$ cat src/rtl/core/sdc_pkg.sv
// Shared types and constants for the sector disk channel controller.
`timescale 1ns / 1ps

package sdc_pkg;

    // Field widths
    localparam int CODE_W   = 12;
    localparam int WORD_W   = 12;
    localparam int TRACK_W  = 7;
    localparam int HEAD_W   = 3;
    localparam int SECTOR_W = 7;
    localparam int ADDR_W   = 26;
    localparam int ACTION_W = 3;

    // Disk geometry
    localparam int HEAD_COUNT        = 8;
    localparam int SECTORS_PER_TRACK = 128;
    localparam int SECTOR_WORDS      = 338;

    // Function codes (octal)
    localparam logic [CODE_W-1:0] CODE_MASK   = 12'o7600;
    localparam logic [CODE_W-1:0] CODE_READ   = 12'o1000;
    localparam logic [CODE_W-1:0] CODE_WRITE  = 12'o1200;
    localparam logic [CODE_W-1:0] CODE_TRACK  = 12'o1400;
    localparam logic [CODE_W-1:0] CODE_HEAD   = 12'o1600;
    localparam logic [CODE_W-1:0] CODE_STATUS = 12'o1700;

    // Result action codes
    typedef enum logic [ACTION_W-1:0] {
        ACT_NONE   = 3'd0,
        ACT_READ   = 3'd1,
        ACT_WRITE  = 3'd2,
        ACT_STATUS = 3'd3,
        ACT_ERROR  = 3'd4
    } t_action;

    // One input word
    typedef struct packed {
        logic              command;
        logic [CODE_W-1:0] function_code;
        logic              channel_full;
        logic [WORD_W-1:0] channel_word;
    } t_in_word;

    // One result word
    typedef struct packed {
        logic              accepted;
        t_action           action;
        logic [ADDR_W-1:0] store_address;
        logic [WORD_W-1:0] store_write_word;
        logic [WORD_W-1:0] channel_word_out;
        logic              channel_full_out;
    } t_out_word;

    // Controller state
    typedef struct packed {
        logic [TRACK_W-1:0]  track_reg;
        logic [HEAD_W-1:0]   head_reg;
        logic [SECTOR_W-1:0] sector_reg;
        logic [CODE_W-1:0]   active_function;
        logic [ADDR_W-1:0]   word_address;
        logic [SECTOR_W-1:0] status_word;
    } t_state;

endpackage

$ cat src/rtl/core/sdc_if.sv
// Valid/ready channel interfaces for the controller input and result words.
`timescale 1ns / 1ps

interface sdc_in_if;
    logic        valid;
    logic        ready;
    logic        command;
    logic [11:0] function_code;
    logic        channel_full;
    logic [11:0] channel_word;

    modport source (output valid, command, function_code, channel_full, channel_word,
                    input ready);
    modport sink   (input valid, command, function_code, channel_full, channel_word,
                    output ready);
endinterface

interface sdc_out_if;
    logic        valid;
    logic        ready;
    logic        accepted;
    logic [2:0]  action;
    logic [25:0] store_address;
    logic [11:0] store_write_word;
    logic [11:0] channel_word_out;
    logic        channel_full_out;

    modport source (output valid, accepted, action, store_address, store_write_word,
                    channel_word_out, channel_full_out, input ready);
    modport sink   (input valid, accepted, action, store_address, store_write_word,
                    channel_word_out, channel_full_out, output ready);
endinterface

$ cat src/rtl/core/sdc_addr.sv
// Sector start address: ((track*heads+head)*sectors+sector)*words, modulo 2^26.
`timescale 1ns / 1ps

module sdc_addr (
    input  logic [sdc_pkg::TRACK_W-1:0]  i_track,
    input  logic [sdc_pkg::HEAD_W-1:0]   i_head,
    input  logic [sdc_pkg::SECTOR_W-1:0] i_sector,
    output logic [sdc_pkg::ADDR_W-1:0]   o_addr
);
    import sdc_pkg::*;

    logic [ADDR_W-1:0] w_th;
    logic [ADDR_W-1:0] w_ths;

    // Constant multipliers only; the address width truncation gives the wrap
    always_comb begin
        w_th   = ADDR_W'(i_track) * ADDR_W'(HEAD_COUNT) + ADDR_W'(i_head);
        w_ths  = w_th * ADDR_W'(SECTORS_PER_TRACK) + ADDR_W'(i_sector);
        o_addr = w_ths * ADDR_W'(SECTOR_WORDS);
    end

endmodule

$ cat src/rtl/core/sdc_exec.sv
// Per-word decode: next controller state and the result word.
`timescale 1ns / 1ps

module sdc_exec (
    input  sdc_pkg::t_state    i_st,
    input  sdc_pkg::t_in_word  i_item,
    output sdc_pkg::t_state    o_st_nxt,
    output sdc_pkg::t_out_word o_res
);
    import sdc_pkg::*;

    logic [ADDR_W-1:0] w_start;

    // Start address uses the sector carried in the new function code
    sdc_addr u_addr (
        .i_track  (i_st.track_reg),
        .i_head   (i_st.head_reg),
        .i_sector (i_item.function_code[SECTOR_W-1:0]),
        .o_addr   (w_start)
    );

    always_comb begin
        o_st_nxt = i_st;
        o_res    = '0;
        o_res.action           = ACT_NONE;
        o_res.channel_full_out = i_item.channel_full;

        if (!i_item.command) begin
            // Function code
            o_res.accepted = 1'b1;
            unique case (i_item.function_code & CODE_MASK)
                CODE_READ, CODE_WRITE: begin
                    o_st_nxt.active_function = i_item.function_code;
                    o_st_nxt.sector_reg      = i_item.function_code[SECTOR_W-1:0];
                    o_st_nxt.word_address    = w_start;
                end
                CODE_TRACK: begin
                    o_st_nxt.track_reg = i_item.function_code[TRACK_W-1:0];
                end
                CODE_HEAD: begin
                    if (i_item.function_code == CODE_STATUS) begin
                        o_st_nxt.active_function = i_item.function_code;
                        o_st_nxt.status_word     = i_st.sector_reg;
                        o_st_nxt.sector_reg      = i_st.sector_reg + SECTOR_W'(1);
                    end else begin
                        o_st_nxt.head_reg = i_item.function_code[HEAD_W-1:0];
                    end
                end
                default: begin
                    o_res.accepted = 1'b0;
                end
            endcase
        end else begin
            // I/O strobe, steered by the active function
            unique case (i_st.active_function & CODE_MASK)
                CODE_READ: begin
                    if (!i_item.channel_full) begin
                        o_res.action           = ACT_READ;
                        o_res.store_address    = i_st.word_address;
                        o_res.channel_full_out = 1'b1;
                        o_st_nxt.word_address  = i_st.word_address + ADDR_W'(1);
                    end
                end
                CODE_WRITE: begin
                    if (i_item.channel_full) begin
                        o_res.action           = ACT_WRITE;
                        o_res.store_address    = i_st.word_address;
                        o_res.store_write_word = i_item.channel_word;
                        o_res.channel_full_out = 1'b0;
                        o_st_nxt.word_address  = i_st.word_address + ADDR_W'(1);
                    end
                end
                CODE_TRACK: begin
                    o_res.action = ACT_NONE;
                end
                CODE_HEAD: begin
                    if (i_st.active_function == CODE_STATUS) begin
                        o_res.action             = ACT_STATUS;
                        o_res.channel_word_out   = WORD_W'(i_st.status_word);
                        o_res.channel_full_out   = 1'b1;
                        o_st_nxt.status_word     = '0;
                        o_st_nxt.active_function = '0;
                    end
                end
                default: begin
                    o_res.action = ACT_ERROR;
                end
            endcase
        end
    end

endmodule

$ cat src/rtl/core/sector_disk_channel_controller_core.sv
// Top level of the sector disk channel controller: input stage, state and result stage.
`timescale 1ns / 1ps

// Takes one word per clock (function code or channel I/O strobe) unless held off by a stalled
// result, and returns exactly one result word per input word. A word is held in the input
// register, where the decode and the constant-multiplier sector address logic act on it, and
// is then captured in the result register together with the state update. The input side
// keeps accepting while a result waits, as long as its input stage is empty or the result
// register frees up in the same cycle; only a stalled result with a full input stage holds
// off new words. There is no clearing pass after reset.
module sector_disk_channel_controller_core (
    input  logic       i_clk,
    input  logic       i_rst_n,
    sdc_in_if.sink     i_in,
    sdc_out_if.source  o_out
);
    import sdc_pkg::*;

    logic      r_in_valid;
    t_in_word  r_in;
    logic      r_out_valid;
    t_out_word r_out;
    t_state    r_st;

    t_state    n_st;
    t_out_word n_out;
    logic      w_adv;
    logic      w_move;
    logic      w_take;

    // Handshake control
    assign w_adv      = !r_out_valid || o_out.ready;
    assign w_move     = r_in_valid && w_adv;
    assign i_in.ready = !r_in_valid || w_adv;
    assign w_take     = i_in.valid && i_in.ready;

    sdc_exec u_exec (
        .i_st     (r_st),
        .i_item   (r_in),
        .o_st_nxt (n_st),
        .o_res    (n_out)
    );

    // Valid flags and state
    always_ff @(posedge i_clk) begin
        if (!i_rst_n) begin
            r_in_valid  <= 1'b0;
            r_out_valid <= 1'b0;
            r_st        <= '0;
        end else begin
            if (i_in.ready) begin
                r_in_valid <= i_in.valid;
            end
            if (w_adv) begin
                r_out_valid <= r_in_valid;
            end
            if (w_move) begin
                r_st <= n_st;
            end
        end
    end

    // Payload registers
    always_ff @(posedge i_clk) begin
        if (w_take) begin
            r_in.command       <= i_in.command;
            r_in.function_code <= i_in.function_code;
            r_in.channel_full  <= i_in.channel_full;
            r_in.channel_word  <= i_in.channel_word;
        end
        if (w_move) begin
            r_out <= n_out;
        end
    end

    // Result channel
    assign o_out.valid            = r_out_valid;
    assign o_out.accepted         = r_out.accepted;
    assign o_out.action           = r_out.action;
    assign o_out.store_address    = r_out.store_address;
    assign o_out.store_write_word = r_out.store_write_word;
    assign o_out.channel_word_out = r_out.channel_word_out;
    assign o_out.channel_full_out = r_out.channel_full_out;

`ifndef SYNTH
    // Store transfers step the word address by one
    a_addr_step: assert property (@(posedge i_clk) disable iff (!i_rst_n)
        (w_move && (n_out.action == ACT_READ || n_out.action == ACT_WRITE))
        |=> (r_st.word_address == $past(r_st.word_address) + ADDR_W'(1)))
        else $error("word address did not advance after store transfer");

    // Status delivery retires the status function
    a_status_clear: assert property (@(posedge i_clk) disable iff (!i_rst_n)
        (w_move && n_out.action == ACT_STATUS)
        |=> (r_st.active_function == '0 && r_st.status_word == '0))
        else $error("status function not cleared after delivery");

    // Strobe results never carry an accept, and reads leave the channel full
    a_strobe_result: assert property (@(posedge i_clk) disable iff (!i_rst_n)
        (r_out_valid && r_out.action != ACT_NONE)
        |-> (!r_out.accepted && (r_out.action != ACT_READ || r_out.channel_full_out)))
        else $error("inconsistent strobe result");

    // A stalled result holds while the input stage keeps its word
    a_stall_hold: assert property (@(posedge i_clk) disable iff (!i_rst_n)
        (r_out_valid && !o_out.ready && r_in_valid) |=> (r_in_valid && $stable(r_st)))
        else $error("state changed during result stall");
`endif

endmodule
$ cat src/flat_wrapper.sv
// flat-port wrapper written by rule: the top's interface ports become plain ports
module sector_disk_channel_controller_core_flat import sdc_pkg::*;
  (i_clk, i_rst_n, i_in_valid, i_in_command, i_in_function_code, i_in_channel_full, i_in_channel_word, i_in_ready, o_out_valid, o_out_accepted, o_out_action, o_out_store_address, o_out_store_write_word, o_out_channel_word_out, o_out_channel_full_out, o_out_ready);
  sdc_in_if i_in_i ();
  sdc_out_if o_out_i ();
  input  logic i_clk;
  input  logic i_rst_n;
  input wire logic [$bits(i_in_i.valid)-1:0] i_in_valid;
  input wire logic [$bits(i_in_i.command)-1:0] i_in_command;
  input wire logic [$bits(i_in_i.function_code)-1:0] i_in_function_code;
  input wire logic [$bits(i_in_i.channel_full)-1:0] i_in_channel_full;
  input wire logic [$bits(i_in_i.channel_word)-1:0] i_in_channel_word;
  output wire logic [$bits(i_in_i.ready)-1:0] i_in_ready;
  output wire logic [$bits(o_out_i.valid)-1:0] o_out_valid;
  output wire logic [$bits(o_out_i.accepted)-1:0] o_out_accepted;
  output wire logic [$bits(o_out_i.action)-1:0] o_out_action;
  output wire logic [$bits(o_out_i.store_address)-1:0] o_out_store_address;
  output wire logic [$bits(o_out_i.store_write_word)-1:0] o_out_store_write_word;
  output wire logic [$bits(o_out_i.channel_word_out)-1:0] o_out_channel_word_out;
  output wire logic [$bits(o_out_i.channel_full_out)-1:0] o_out_channel_full_out;
  input wire logic [$bits(o_out_i.ready)-1:0] o_out_ready;
  assign i_in_i.valid = i_in_valid;
  assign i_in_i.command = i_in_command;
  assign i_in_i.function_code = i_in_function_code;
  assign i_in_i.channel_full = i_in_channel_full;
  assign i_in_i.channel_word = i_in_channel_word;
  assign i_in_ready = i_in_i.ready;
  assign o_out_valid = o_out_i.valid;
  assign o_out_accepted = o_out_i.accepted;
  assign o_out_action = o_out_i.action;
  assign o_out_store_address = o_out_i.store_address;
  assign o_out_store_write_word = o_out_i.store_write_word;
  assign o_out_channel_word_out = o_out_i.channel_word_out;
  assign o_out_channel_full_out = o_out_i.channel_full_out;
  assign o_out_i.ready = o_out_ready;
  sector_disk_channel_controller_core u_core (.i_clk(i_clk), .i_rst_n(i_rst_n), .i_in(i_in_i), .o_out(o_out_i));
endmodule
$ cat config.mk
export PLATFORM = sky130hd
export DESIGN_NAME = sector_disk_channel_controller_core_flat
export DESIGN_NICKNAME = d
export VERILOG_FILES = /design/src/rtl/core/sdc_pkg.sv /design/src/rtl/core/sdc_if.sv /design/src/rtl/core/sdc_addr.sv /design/src/rtl/core/sdc_exec.sv /design/src/rtl/core/sector_disk_channel_controller_core.sv /design/src/flat_wrapper.sv
export SDC_FILE = /design/constraint.sdc
export NUM_CORES = 1
export LEC_CHECK = 0
export BUFFER_PORTS_ARGS = -buffer_cell sky130_fd_sc_hd__buf_2
export CAP_MARGIN = 20
export CORE_ASPECT_RATIO = 1.5
export CORE_UTILIZATION = 47
export CTS_CLUSTER_SIZE = 14
export DETAILED_ROUTE_END_ITERATION = 7
export GPL_TIMING_DRIVEN = 0
export PLACE_DENSITY = 0.66
export SYNTH_ARGS = -nofsm -noshare
export SYNTH_HDL_FRONTEND = slang
export SYNTH_SLANG_ARGS = --single-unit
$ cat constraint.sdc
create_clock -name i_clk -period 5.98 [get_ports i_clk]
set_input_delay 0.897 -clock i_clk [delete_from_list [all_inputs] [get_ports i_clk]]
set_output_delay 0.897 -clock i_clk [all_outputs]
set_load 0.005 [all_outputs]
==> results of run 1 <==
-- power by group --
group          internal, mW  leakage (nW)  total (mW)  switching, mW
clock network         0.554         0.282        1.02          0.467
logic                 0.118          2.63       0.291          0.173
registers              1.04          1.26        1.05         0.0175
total                  1.71          4.17        2.37          0.657
-- through the flow --
stage / hold slack, ns / instance area, sq um / utilization (%) / power [mW]
after global placement: 0.447 / 9150 / 52.3 / 1.35
after detailed placement: 0.450 / 9170 / 52.4 / 1.36
after CTS: 0.459 / 9750 / 55.7 / 2.38
final: 0.458 / 9770 / 55.9 / 2.37
after floorplan: 0.436 / 8480 / - / 1.27
after global routing: 0.471 / 9770 / 55.9 / 2.46
-- worst max-delay path by stage --
stage	endpoint	slack, ns	depth (start not counted)
2_1_floorplan	u_core.r_st[0]	2.24	6
3_3_place_gp	u_core.r_st[3]	1.00	7
3_5_place_dp	u_core.r_st[26]	1.77	11
4_1_cts	u_core.r_st[26]	1.70	11
5_1_grt	u_core.r_st[28]	1.52	11
6_report	u_core.r_st[26]	1.70	11
-- cell usage in the layout (no fill, tap or decap), types with 4 or more instances in the layout --
cell type,Yosys,final
nor2b_1,22,22
edfxtp_1,76,76
o21a_1,10,10
nor3_1,15,15
a21boi_0,20,20
a21oi_1,44,44
dfxtp_1,64,64
conb_1,1,5
o211a_1,4,4
or3_1,5,5
nand2_1,57,57
o21ai_0,47,47
buf_2,4,85
a31oi_1,12,12
buf_4,5,5
fa_1,23,23
xor2_1,5,5
a41oi_1,4,4
o31ai_1,5,5
inv_8,0,4
a21o_1,14,14
nor2_1,32,32
nand3_1,41,41
inv_1,36,36
nor3b_1,5,5
inv_6,0,4
o211ai_1,4,4
and3_1,13,13
clkbuf_16,0,17
nand4_1,20,20
and2_1,60,60
mux2i_1,14,14
a211oi_1,5,5
clkbuf_1,32,31
nor4_1,7,7
ha_1,71,71
-- cells by family after synthesis --
kind of cell / count (synthesis) / share of synthesized area (%)
other: 1 / 0.0443
AO/OA/AOI/OAI: 197 / 15.5
buffers and inverters: 79 / 3.80
adder cells (fa/ha/maj): 94 / 15.9
flip-flops: 140 / 42.1
multiplexers: 17 / 2.06
XOR/XNOR: 8 / 0.828
AND/OR/NAND/NOR: 301 / 19.7
-- layout make-up --
cell class / instances / area (sq um)
Timing Repair Buffer: 83 / 453
Fill cell: 1569 / 7720
Inverter: 36 / 135
Clock inverter: 15 / 151
Multi-Input combinational cell: 622 / 4590
Buffer: 43 / 188
Tap cell: 213 / 267
Clock buffer: 17 / 425
Sequential cell: 140 / 3560
-- per-layer routing --
layer	up-vias	wire length (microns)	track usage, %
met1	3121	8460	26.7
met5	-	0	0
met2	259	9740	38.6
li1	3286	-	-
met4	0	893	12.4
met3	59	978	3.25
-- tightest hold or removal path, stage by stage (launching register included) --
cell	delay, ns
dfxtp_1	0.31
nand2_1	0.05
a21boi_0	0.06
-- flip-flops by register name, indices dropped and copies added (netlist names) --
name,flops
u_core.o_out.store_write_word,12
u_core.o_out.valid,1
u_core.r_in,26
u_core.r_in_valid,1
u_core.o_out.store_address,26
u_core.o_out.channel_word_out,7
u_core.r_st,62
u_core.o_out.channel_full_out,1
u_core.o_out.accepted,1
u_core.o_out.action,3
==> impl_metrics.toml, run 1 <==
[run_status]
status = "complete, but fails checks"
violations = "DRC"

[worst_hold_path]
hold_end = "u_core.r_st[37]"
hp-start = "u_core.r_st[37]"
min_path_cells = 2
hp-class = "flip-flop to flip-flop"

[cts]
h-tree-depth = 4
clkTransAtPathRegs_ns = 0.07
cts_setup_buffers = 0
cts.sink_count = 140
cts_root_buf = "clkbuf_16"
clk-insertion-delay-late_ns = 0.43
cts_buffers = 17
cts_tree = "done"
cts.hold.buffers_added = 0
cts_buffer_depth = 2
post_cts_resized = 0

[worst_setup_path]
regToRegSetupSlack_ns = 1.70
crit_path_end_kind = "flip-flop"
worstReg2RegStart = "u_core.r_in[19]"
path_cells = "ha_1 > fa_1 > fa_1 > ha_1 > ha_1 > a21oi_1 > nand3_1 > nor3_1 > o21ai_0 > xnor2_1 > a21oi_1"
worstSetupPathType = "flip-flop to flip-flop"
crit_fanout = 9
cp.arrival_ns = 4.55
cp_common_cell = "ha_1"
crit_start = "u_core.r_in[19]"
critPathBufInv = 0
rr_endpoint = "u_core.r_st[26]"
critPathRequiredTime_ns = 6.26
max_stage_delay_ns = 0.59
crit_path_top_delay_cell = "edfxtp_1"
critPathTopFamily = "adder cells"
r2r_cells = 11
cp-start-kind = "flip-flop"

[power_and_ir_drop]
cellLeakagePower_nw = 4.17
cellPowerDensity_mw_per_mm2 = 242
ir_worst_vdd_v = 0.000218

[synth]
yosysMostFrequentCell = "edfxtp_1"
synth_area_sq_mm = 0.00846
yosysSeqAreaShare_pct = 42.1
yosys.area.top_type = "edfxtp_1"
synthTopCellsByArea = "edfxtp_1, dfxtp_1, ha_1, fa_1, and2_1"
synth_top_area_share_pct = 27.0
yosys_warnings = 0
synth-seq-cells = 140
synthDistinctLibCells = 73
synthTopCellsByCount = "edfxtp_1, ha_1, dfxtp_1"
synth-edff-count = 76
synth-main-ff-cell = "edfxtp_1"
syn_area_per_cell_sq_um = 10.1
syn_inst = 837
synthArstFlopShare_pct = 0

[timing]
drv_slew = 0
period_needed_ns = 4.28
worst_slew_pin_slew_ns = 0.932
clock-skew-final_ns = 0.0210
rsz0062_at_grt = "no"
hold_viol = 0
setup_tns_ns = 0
worst_slack_ns = 1.70
setup_violations = 0
max_freq_mhz = 234
maxSlewHeadroom_pct = 37.3
min_period_over_period_pct = 71.5

[place]
port_buffers = 81
globalplace.congestion = 0.900
dpl.hpwl_microns = 15300
place_inst = 1136
post-place-ws_ns = 1.77

[final_layout]
drive_above_1_share_pct = 15.2
syn_to_final_growth_pct = 15.5
stdcell_count = 1169
antenna_cells = 0
layout.nets = 1067

[detailed_routing]
route.detailed.drc = 17
wire_per_inst_microns = 17.2
drt_iter0_drc = 501
drt_pass1_iterations = 7
ant_nets = 0
vias = 6725
avgViaCountPerCell = 5.75
wl_microns = 20100

[global_routing]
grt_start_max_net_pins = 41
grt_pass1_wl_microns = 32800
antenna_found_initial = 0
overflow = 0
grt_pass1_vias = 6559
grt_util_all_layers_pct = 22.4

[flow_run]
maxCapViolCount = 0

[floorplanning]
fp-row-count = 59
start_util_pct = 48.4
ioPinCount = 87
core_area_sq_mm = 0.0175
dieArea_sq_mm = 0.0186
die-height_microns = 166
die_w_microns = 112
(Power assumes the default switching activity.)
==> inputs of run 2 (changes only) <==
- PLACE_DENSITY: 0.66 -> 0.68
- clock period: 5.98 -> 3.7 ns (I/O delays scaled with it)
==> impl_metrics.toml, run 2 (synthesized netlist as in run 1, its figures left out) <==
[run_status]
status = "complete, but fails checks"
violations = "DRC, setup timing"

[global_routing]
grt_util_all_layers_pct = 23.5
overflow = 0
grt_pass1_wl_microns = 33700
grt_pass1_vias = 6646
antenna_found_initial = 0
grt_start_max_net_pins = 40

[timing]
maxSlewHeadroom_pct = 38.8
setup_tns_ns = -0.439
min_period_over_period_pct = 105
hold_viol = 0
period_needed_ns = 3.88
rsz0062_at_grt = "yes"
worst_slew_pin_slew_ns = 0.909
setup_violations = 5
hold_slack_ns = 0.290
max_freq_mhz = 258
clock-skew-final_ns = 0.0162
drv_slew = 0
worst_slack_ns = -0.182

[place]
port_buffers = 81
dpl.hpwl_microns = 15300
globalplace.congestion = 0.921
dpl_cell_area_sq_mm = 0.00921
place_inst = 1137
post-place-ws_ns = -0.521

[worst_setup_path]
critPathBufInv = 1
regToRegSetupSlack_ns = -0.18
max_stage_delay_ns = 0.57
crit_fanout = 7
cp_common_cell = "ha_4"
crit_path_top_delay_cell = "fa_1"
critPathRequiredTime_ns = 4.00
path_cells = "buf_6 > ha_4 > fa_1 > fa_1 > ha_4 > ha_4 > a2111oi_1 > a211oi_1 > o31a_1 > a21oi_2 > mux2i_1 > o31ai_1"
rr_endpoint = "u_core.r_st[31]"
worstReg2RegStart = "u_core.r_in[16]"
critPathTopFamily = "adder cells"
cp-start-kind = "flip-flop"
r2r_cells = 12
worstSetupPathType = "flip-flop to flip-flop"
crit_path_end_kind = "flip-flop"
cp.arrival_ns = 4.18

[floorplanning]
core_area_sq_mm = 0.0175
fp-row-count = 59
die_w_microns = 112
die-height_microns = 166
dieArea_sq_mm = 0.0186
start_util_pct = 48.4
ioPinCount = 87

[detailed_routing]
drt_iter0_drc = 514
wl_microns = 21000
ant_nets = 0
wire_per_inst_microns = 17.7
route.detailed.drc = 13
avgViaCountPerCell = 5.73
vias = 6811
drt_pass1_iterations = 8

[final_layout]
syn_to_final_growth_pct = 20.6
layout.nets = 1087
largest-register = "u_core.r_st"
largest_reg_flops = 62
finalCoreUtilization_pct = 58.3
most-common-layout-cells = "buf_2, edfxtp_1, and2_1"
stdcell_count = 1189
drive_above_1_share_pct = 20.6
final_common_cell = "buf_2"
stdcell_area_sq_mm = 0.0102
antenna_cells = 0

[power_and_ir_drop]
finalPower_mw = 3.98
ir_worst_vdd_v = 0.000233
cellLeakagePower_nw = 4.28
cellPowerDensity_mw_per_mm2 = 390

[cts]
cts.sink_count = 140
cts_buffer_depth = 2
cts_root_buf = "clkbuf_16"
clkTransAtPathRegs_ns = 0.07
cts.hold.buffers_added = 0
clk-insertion-delay-late_ns = 0.43
cts_tree = "done"
h-tree-depth = 4
cts_buffers = 17

[worst_hold_path]
hold_end = "u_core.r_in[8]"
min_path_cells = 1
hp-class = "input pin to flip-flop"
hp-start = "i_in_channel_word[8]"

[flow_run]
maxCapViolCount = 0
[run 2: cell types whose count changed in the layout (fill, tap and decap cells not counted), sizes merged]
cell / previous run / this run
buf: 93 / 115
clkbuf: 50 / 51
clkinvlp: 1 / 0
inv: 44 / 42
[run 2: worst max path at each step]
stage,start,endpoint,slack [ns],depth (start not counted)
floorplan,u_core.r_in[18],u_core.r_st[27],0.006,12
global placement,o_out_ready,u_core.r_st[0],-0.94,7
detailed placement,u_core.r_in[19],u_core.r_st[26],-0.52,11
CTS,u_core.r_in[19],u_core.r_st[32],-0.05,11
global route,u_core.r_in[16],u_core.r_st[31],-0.26,14
finish,u_core.r_in[16],u_core.r_st[31],-0.18,12
[run 2: final cells by class]
class	instances	area [sq um]
fillers	1487	7290
multi-input cells	622	4850
flip-flops and latches	140	3570
repair buffers	105	626
clock buffers	20	479
well taps	213	267
plain buffers	41	180
inverters	36	135
clock inverters	12	97.6
[run 2: power breakdown]
part | total [mW] | switching, mW | internal, mW | leakage [nW]
Clock | 1.65 | 0.700 | 0.951 | 0.288
Combinational | 0.626 | 0.332 | 0.294 | 2.73
Sequential | 1.70 | 0.0231 | 1.68 | 1.27
[run 2: layer usage]
layer	vias to the layer above	routed length [microns]	GRT usage (%)
li1	3315	-	-
met1	3192	8400	26.4
met2	234	10700	41.9
met3	70	958	3.76
met4	0	976	13.3
met5	-	0	0
[run 2: what timing repair did]
| action | 4_1_cts | 5_1_grt |
|---|---|---|
| buffers inserted | 17 | 5 |
| resized for setup | 29 | 13 |
| pin swaps | 16 | 11 |
| endpoints found under the setup margin | 14 | 13 |
==> inputs of run 3 (changes only) <==
--- a/config.mk
+++ b/config.mk
@@ -10,2 +10,3 @@
 export CORE_ASPECT_RATIO = 1.5
+export CORE_MARGIN = 8
 export CORE_UTILIZATION = 47
--- a/constraint.sdc
+++ b/constraint.sdc
@@ -3,2 +3,2 @@
 set_output_delay 0.555 -clock i_clk [all_outputs]
-set_load 0.005 [all_outputs]
+set_load 0.1 [all_outputs]
==> impl_metrics.toml, run 3 (synthesized netlist as in run 1, its figures left out) <==
[run_status]
status = "complete, but fails checks"
violations = "setup timing"

[timing]
min_period_over_period_pct = 103
clock-skew-final_ns = 0.0173
drv_slew = 0
worst_slack_ns = -0.125
max_freq_mhz = 261
period_needed_ns = 3.82
setup_violations = 7
hold_viol = 0
maxSlewHeadroom_pct = 37.3
worst_slew_pin_slew_ns = 0.931
rsz0062_at_grt = "yes"
hold_slack_ns = 0.299
setup_tns_ns = -0.342

[floorplanning]
die-height_microns = 180
start_util_pct = 47.6
fp-row-count = 60
dieArea_sq_mm = 0.0226
core_area_sq_mm = 0.0178
die_w_microns = 126
ioPinCount = 87

[detailed_routing]
wl_microns = 22000
wire_per_inst_microns = 18.4
avgViaCountPerCell = 5.79
route.detailed.drc = 0
vias = 6938
ant_nets = 0
drt_iter0_drc = 408
drt_pass1_iterations = 8

[final_layout]
final_common_cell = "buf_2"
largest-register = "u_core.r_st"
stdcell_count = 1198
layout.nets = 1092
most-common-layout-cells = "buf_2, edfxtp_1, and2_1"
syn_to_final_growth_pct = 21.5
antenna_cells = 0
drive_above_1_share_pct = 21.1
largest_reg_flops = 62

[power_and_ir_drop]
cellLeakagePower_nw = 4.30
cellPowerDensity_mw_per_mm2 = 409
ir_worst_vdd_v = 0.000296

[worst_setup_path]
critPathBufInv = 1
critPathTopFamily = "adder cells"
r2r_cells = 12
regToRegSetupSlack_ns = -0.12
crit_path_top_delay_cell = "fa_1"
crit_path_end_kind = "flip-flop"
cp_common_cell = "ha_4"
cp.arrival_ns = 4.14
worstReg2RegStart = "u_core.r_in[16]"
critPathRequiredTime_ns = 4.02
max_stage_delay_ns = 0.57
crit_start = "u_core.r_in[16]"
rr_endpoint = "u_core.r_st[32]"
crit_fanout = 4
path_cells = "buf_6 > ha_4 > fa_1 > fa_1 > ha_4 > ha_4 > o21a_1 > o211ai_1 > a31o_2 > o211a_1 > or4_1 > o311ai_1"
cp-start-kind = "flip-flop"
worstSetupPathType = "flip-flop to flip-flop"

[global_routing]
grt_pass1_vias = 6815
grt_util_all_layers_pct = 19.7
antenna_found_initial = 0
grt_pass1_wl_microns = 35500
overflow = 0
grt_start_max_net_pins = 38

[cts]
cts_buffer_depth = 2
cts.hold.buffers_added = 0
cts_root_buf = "clkbuf_16"
clk-insertion-delay-late_ns = 0.43
cts.sink_count = 140
clkTransAtPathRegs_ns = 0.07
cts_tree = "done"
cts_buffers = 17
h-tree-depth = 4

[worst_hold_path]
min_path_cells = 1
hp-start = "i_in_function_code[1]"
hold_end = "u_core.r_in[14]"
hp-class = "input pin to flip-flop"

[place]
place_inst = 1140
globalplace.congestion = 0.928
port_buffers = 81
dpl.hpwl_microns = 16000

[flow_run]
maxCapViolCount = 0
## run 3: changes by cell type in the layout (fill, tap and decap cells not counted), sizes merged
cell      delta
buf          +6
bufinv       +1
clkinvlp     +3
clkbuf       -3
inv          +1
clkinv       -3
## run 3: repair_timing
action | in CTS | in global routing
resized for setup | 34 | 10
pin swaps | 23 | 9
setup buffers | 24 | 4
setup endpoints to repair | 14 | 12
cloned | 0 | 0
## run 3: worst max-delay path by stage
stage                            endpoint  slack [ns]  depth (start not counted)
after floorplan           u_core.r_st[27]       0.006                         12
after global placement    u_core.r_st[26]       -0.56                         11
after detailed placement  u_core.r_st[26]       -0.55                         11
after CTS                 u_core.r_st[32]       -0.05                         12
after global routing      u_core.r_st[32]       -0.18                         12
final                     u_core.r_st[32]       -0.12                         12
## run 3: cell type report
class,count,area (sq um)
sequential,140,3570
buffer,40,176
clock buffer,18,429
timing repair buffer,111,667
multi-input combinational,622,4870
clock inverter,14,155
tap,217,272
fill,1552,7510
inverter,36,135
## run 3: power by group
part	total [mW]	internal (mW)	switching, mW	leakage [nW]
logic	0.820	0.313	0.507	2.76
registers	1.70	1.67	0.0216	1.27
clock network	1.68	0.954	0.730	0.277
## run 3: metal layers
| layer | GRT usage [%] | wire length [microns] | vias to the layer above | part of all wire (%) |
|---|---|---|---|---|
| li1 | - | - | 3346 | - |
| met1 | 21.7 | 8630 | 3263 | 39 |
| met2 | 34.6 | 11200 | 262 | 51 |
| met3 | 3.70 | 1130 | 67 | 5.1 |
| met4 | 11.0 | 1060 | 0 | 4.8 |
| met5 | 0 | 0 | - | 0 |
## run 3: through the flow
| step | total power, mW | cell area, sq um | utilization (%) | setup WS [ns] |
|---|---|---|---|---|
| finish | 4.20 | 10300 | 57.8 | -0.125 |
| CTS | 4.17 | 10200 | 57.3 | -0.0467 |
| detailed placement | 2.36 | 9190 | 51.6 | -0.551 |
| global placement | 2.35 | 9170 | 51.5 | -0.562 |
| global route | 4.35 | 10300 | 57.8 | -0.179 |
| floorplan | 2.22 | 8490 | - | 0.00568 |
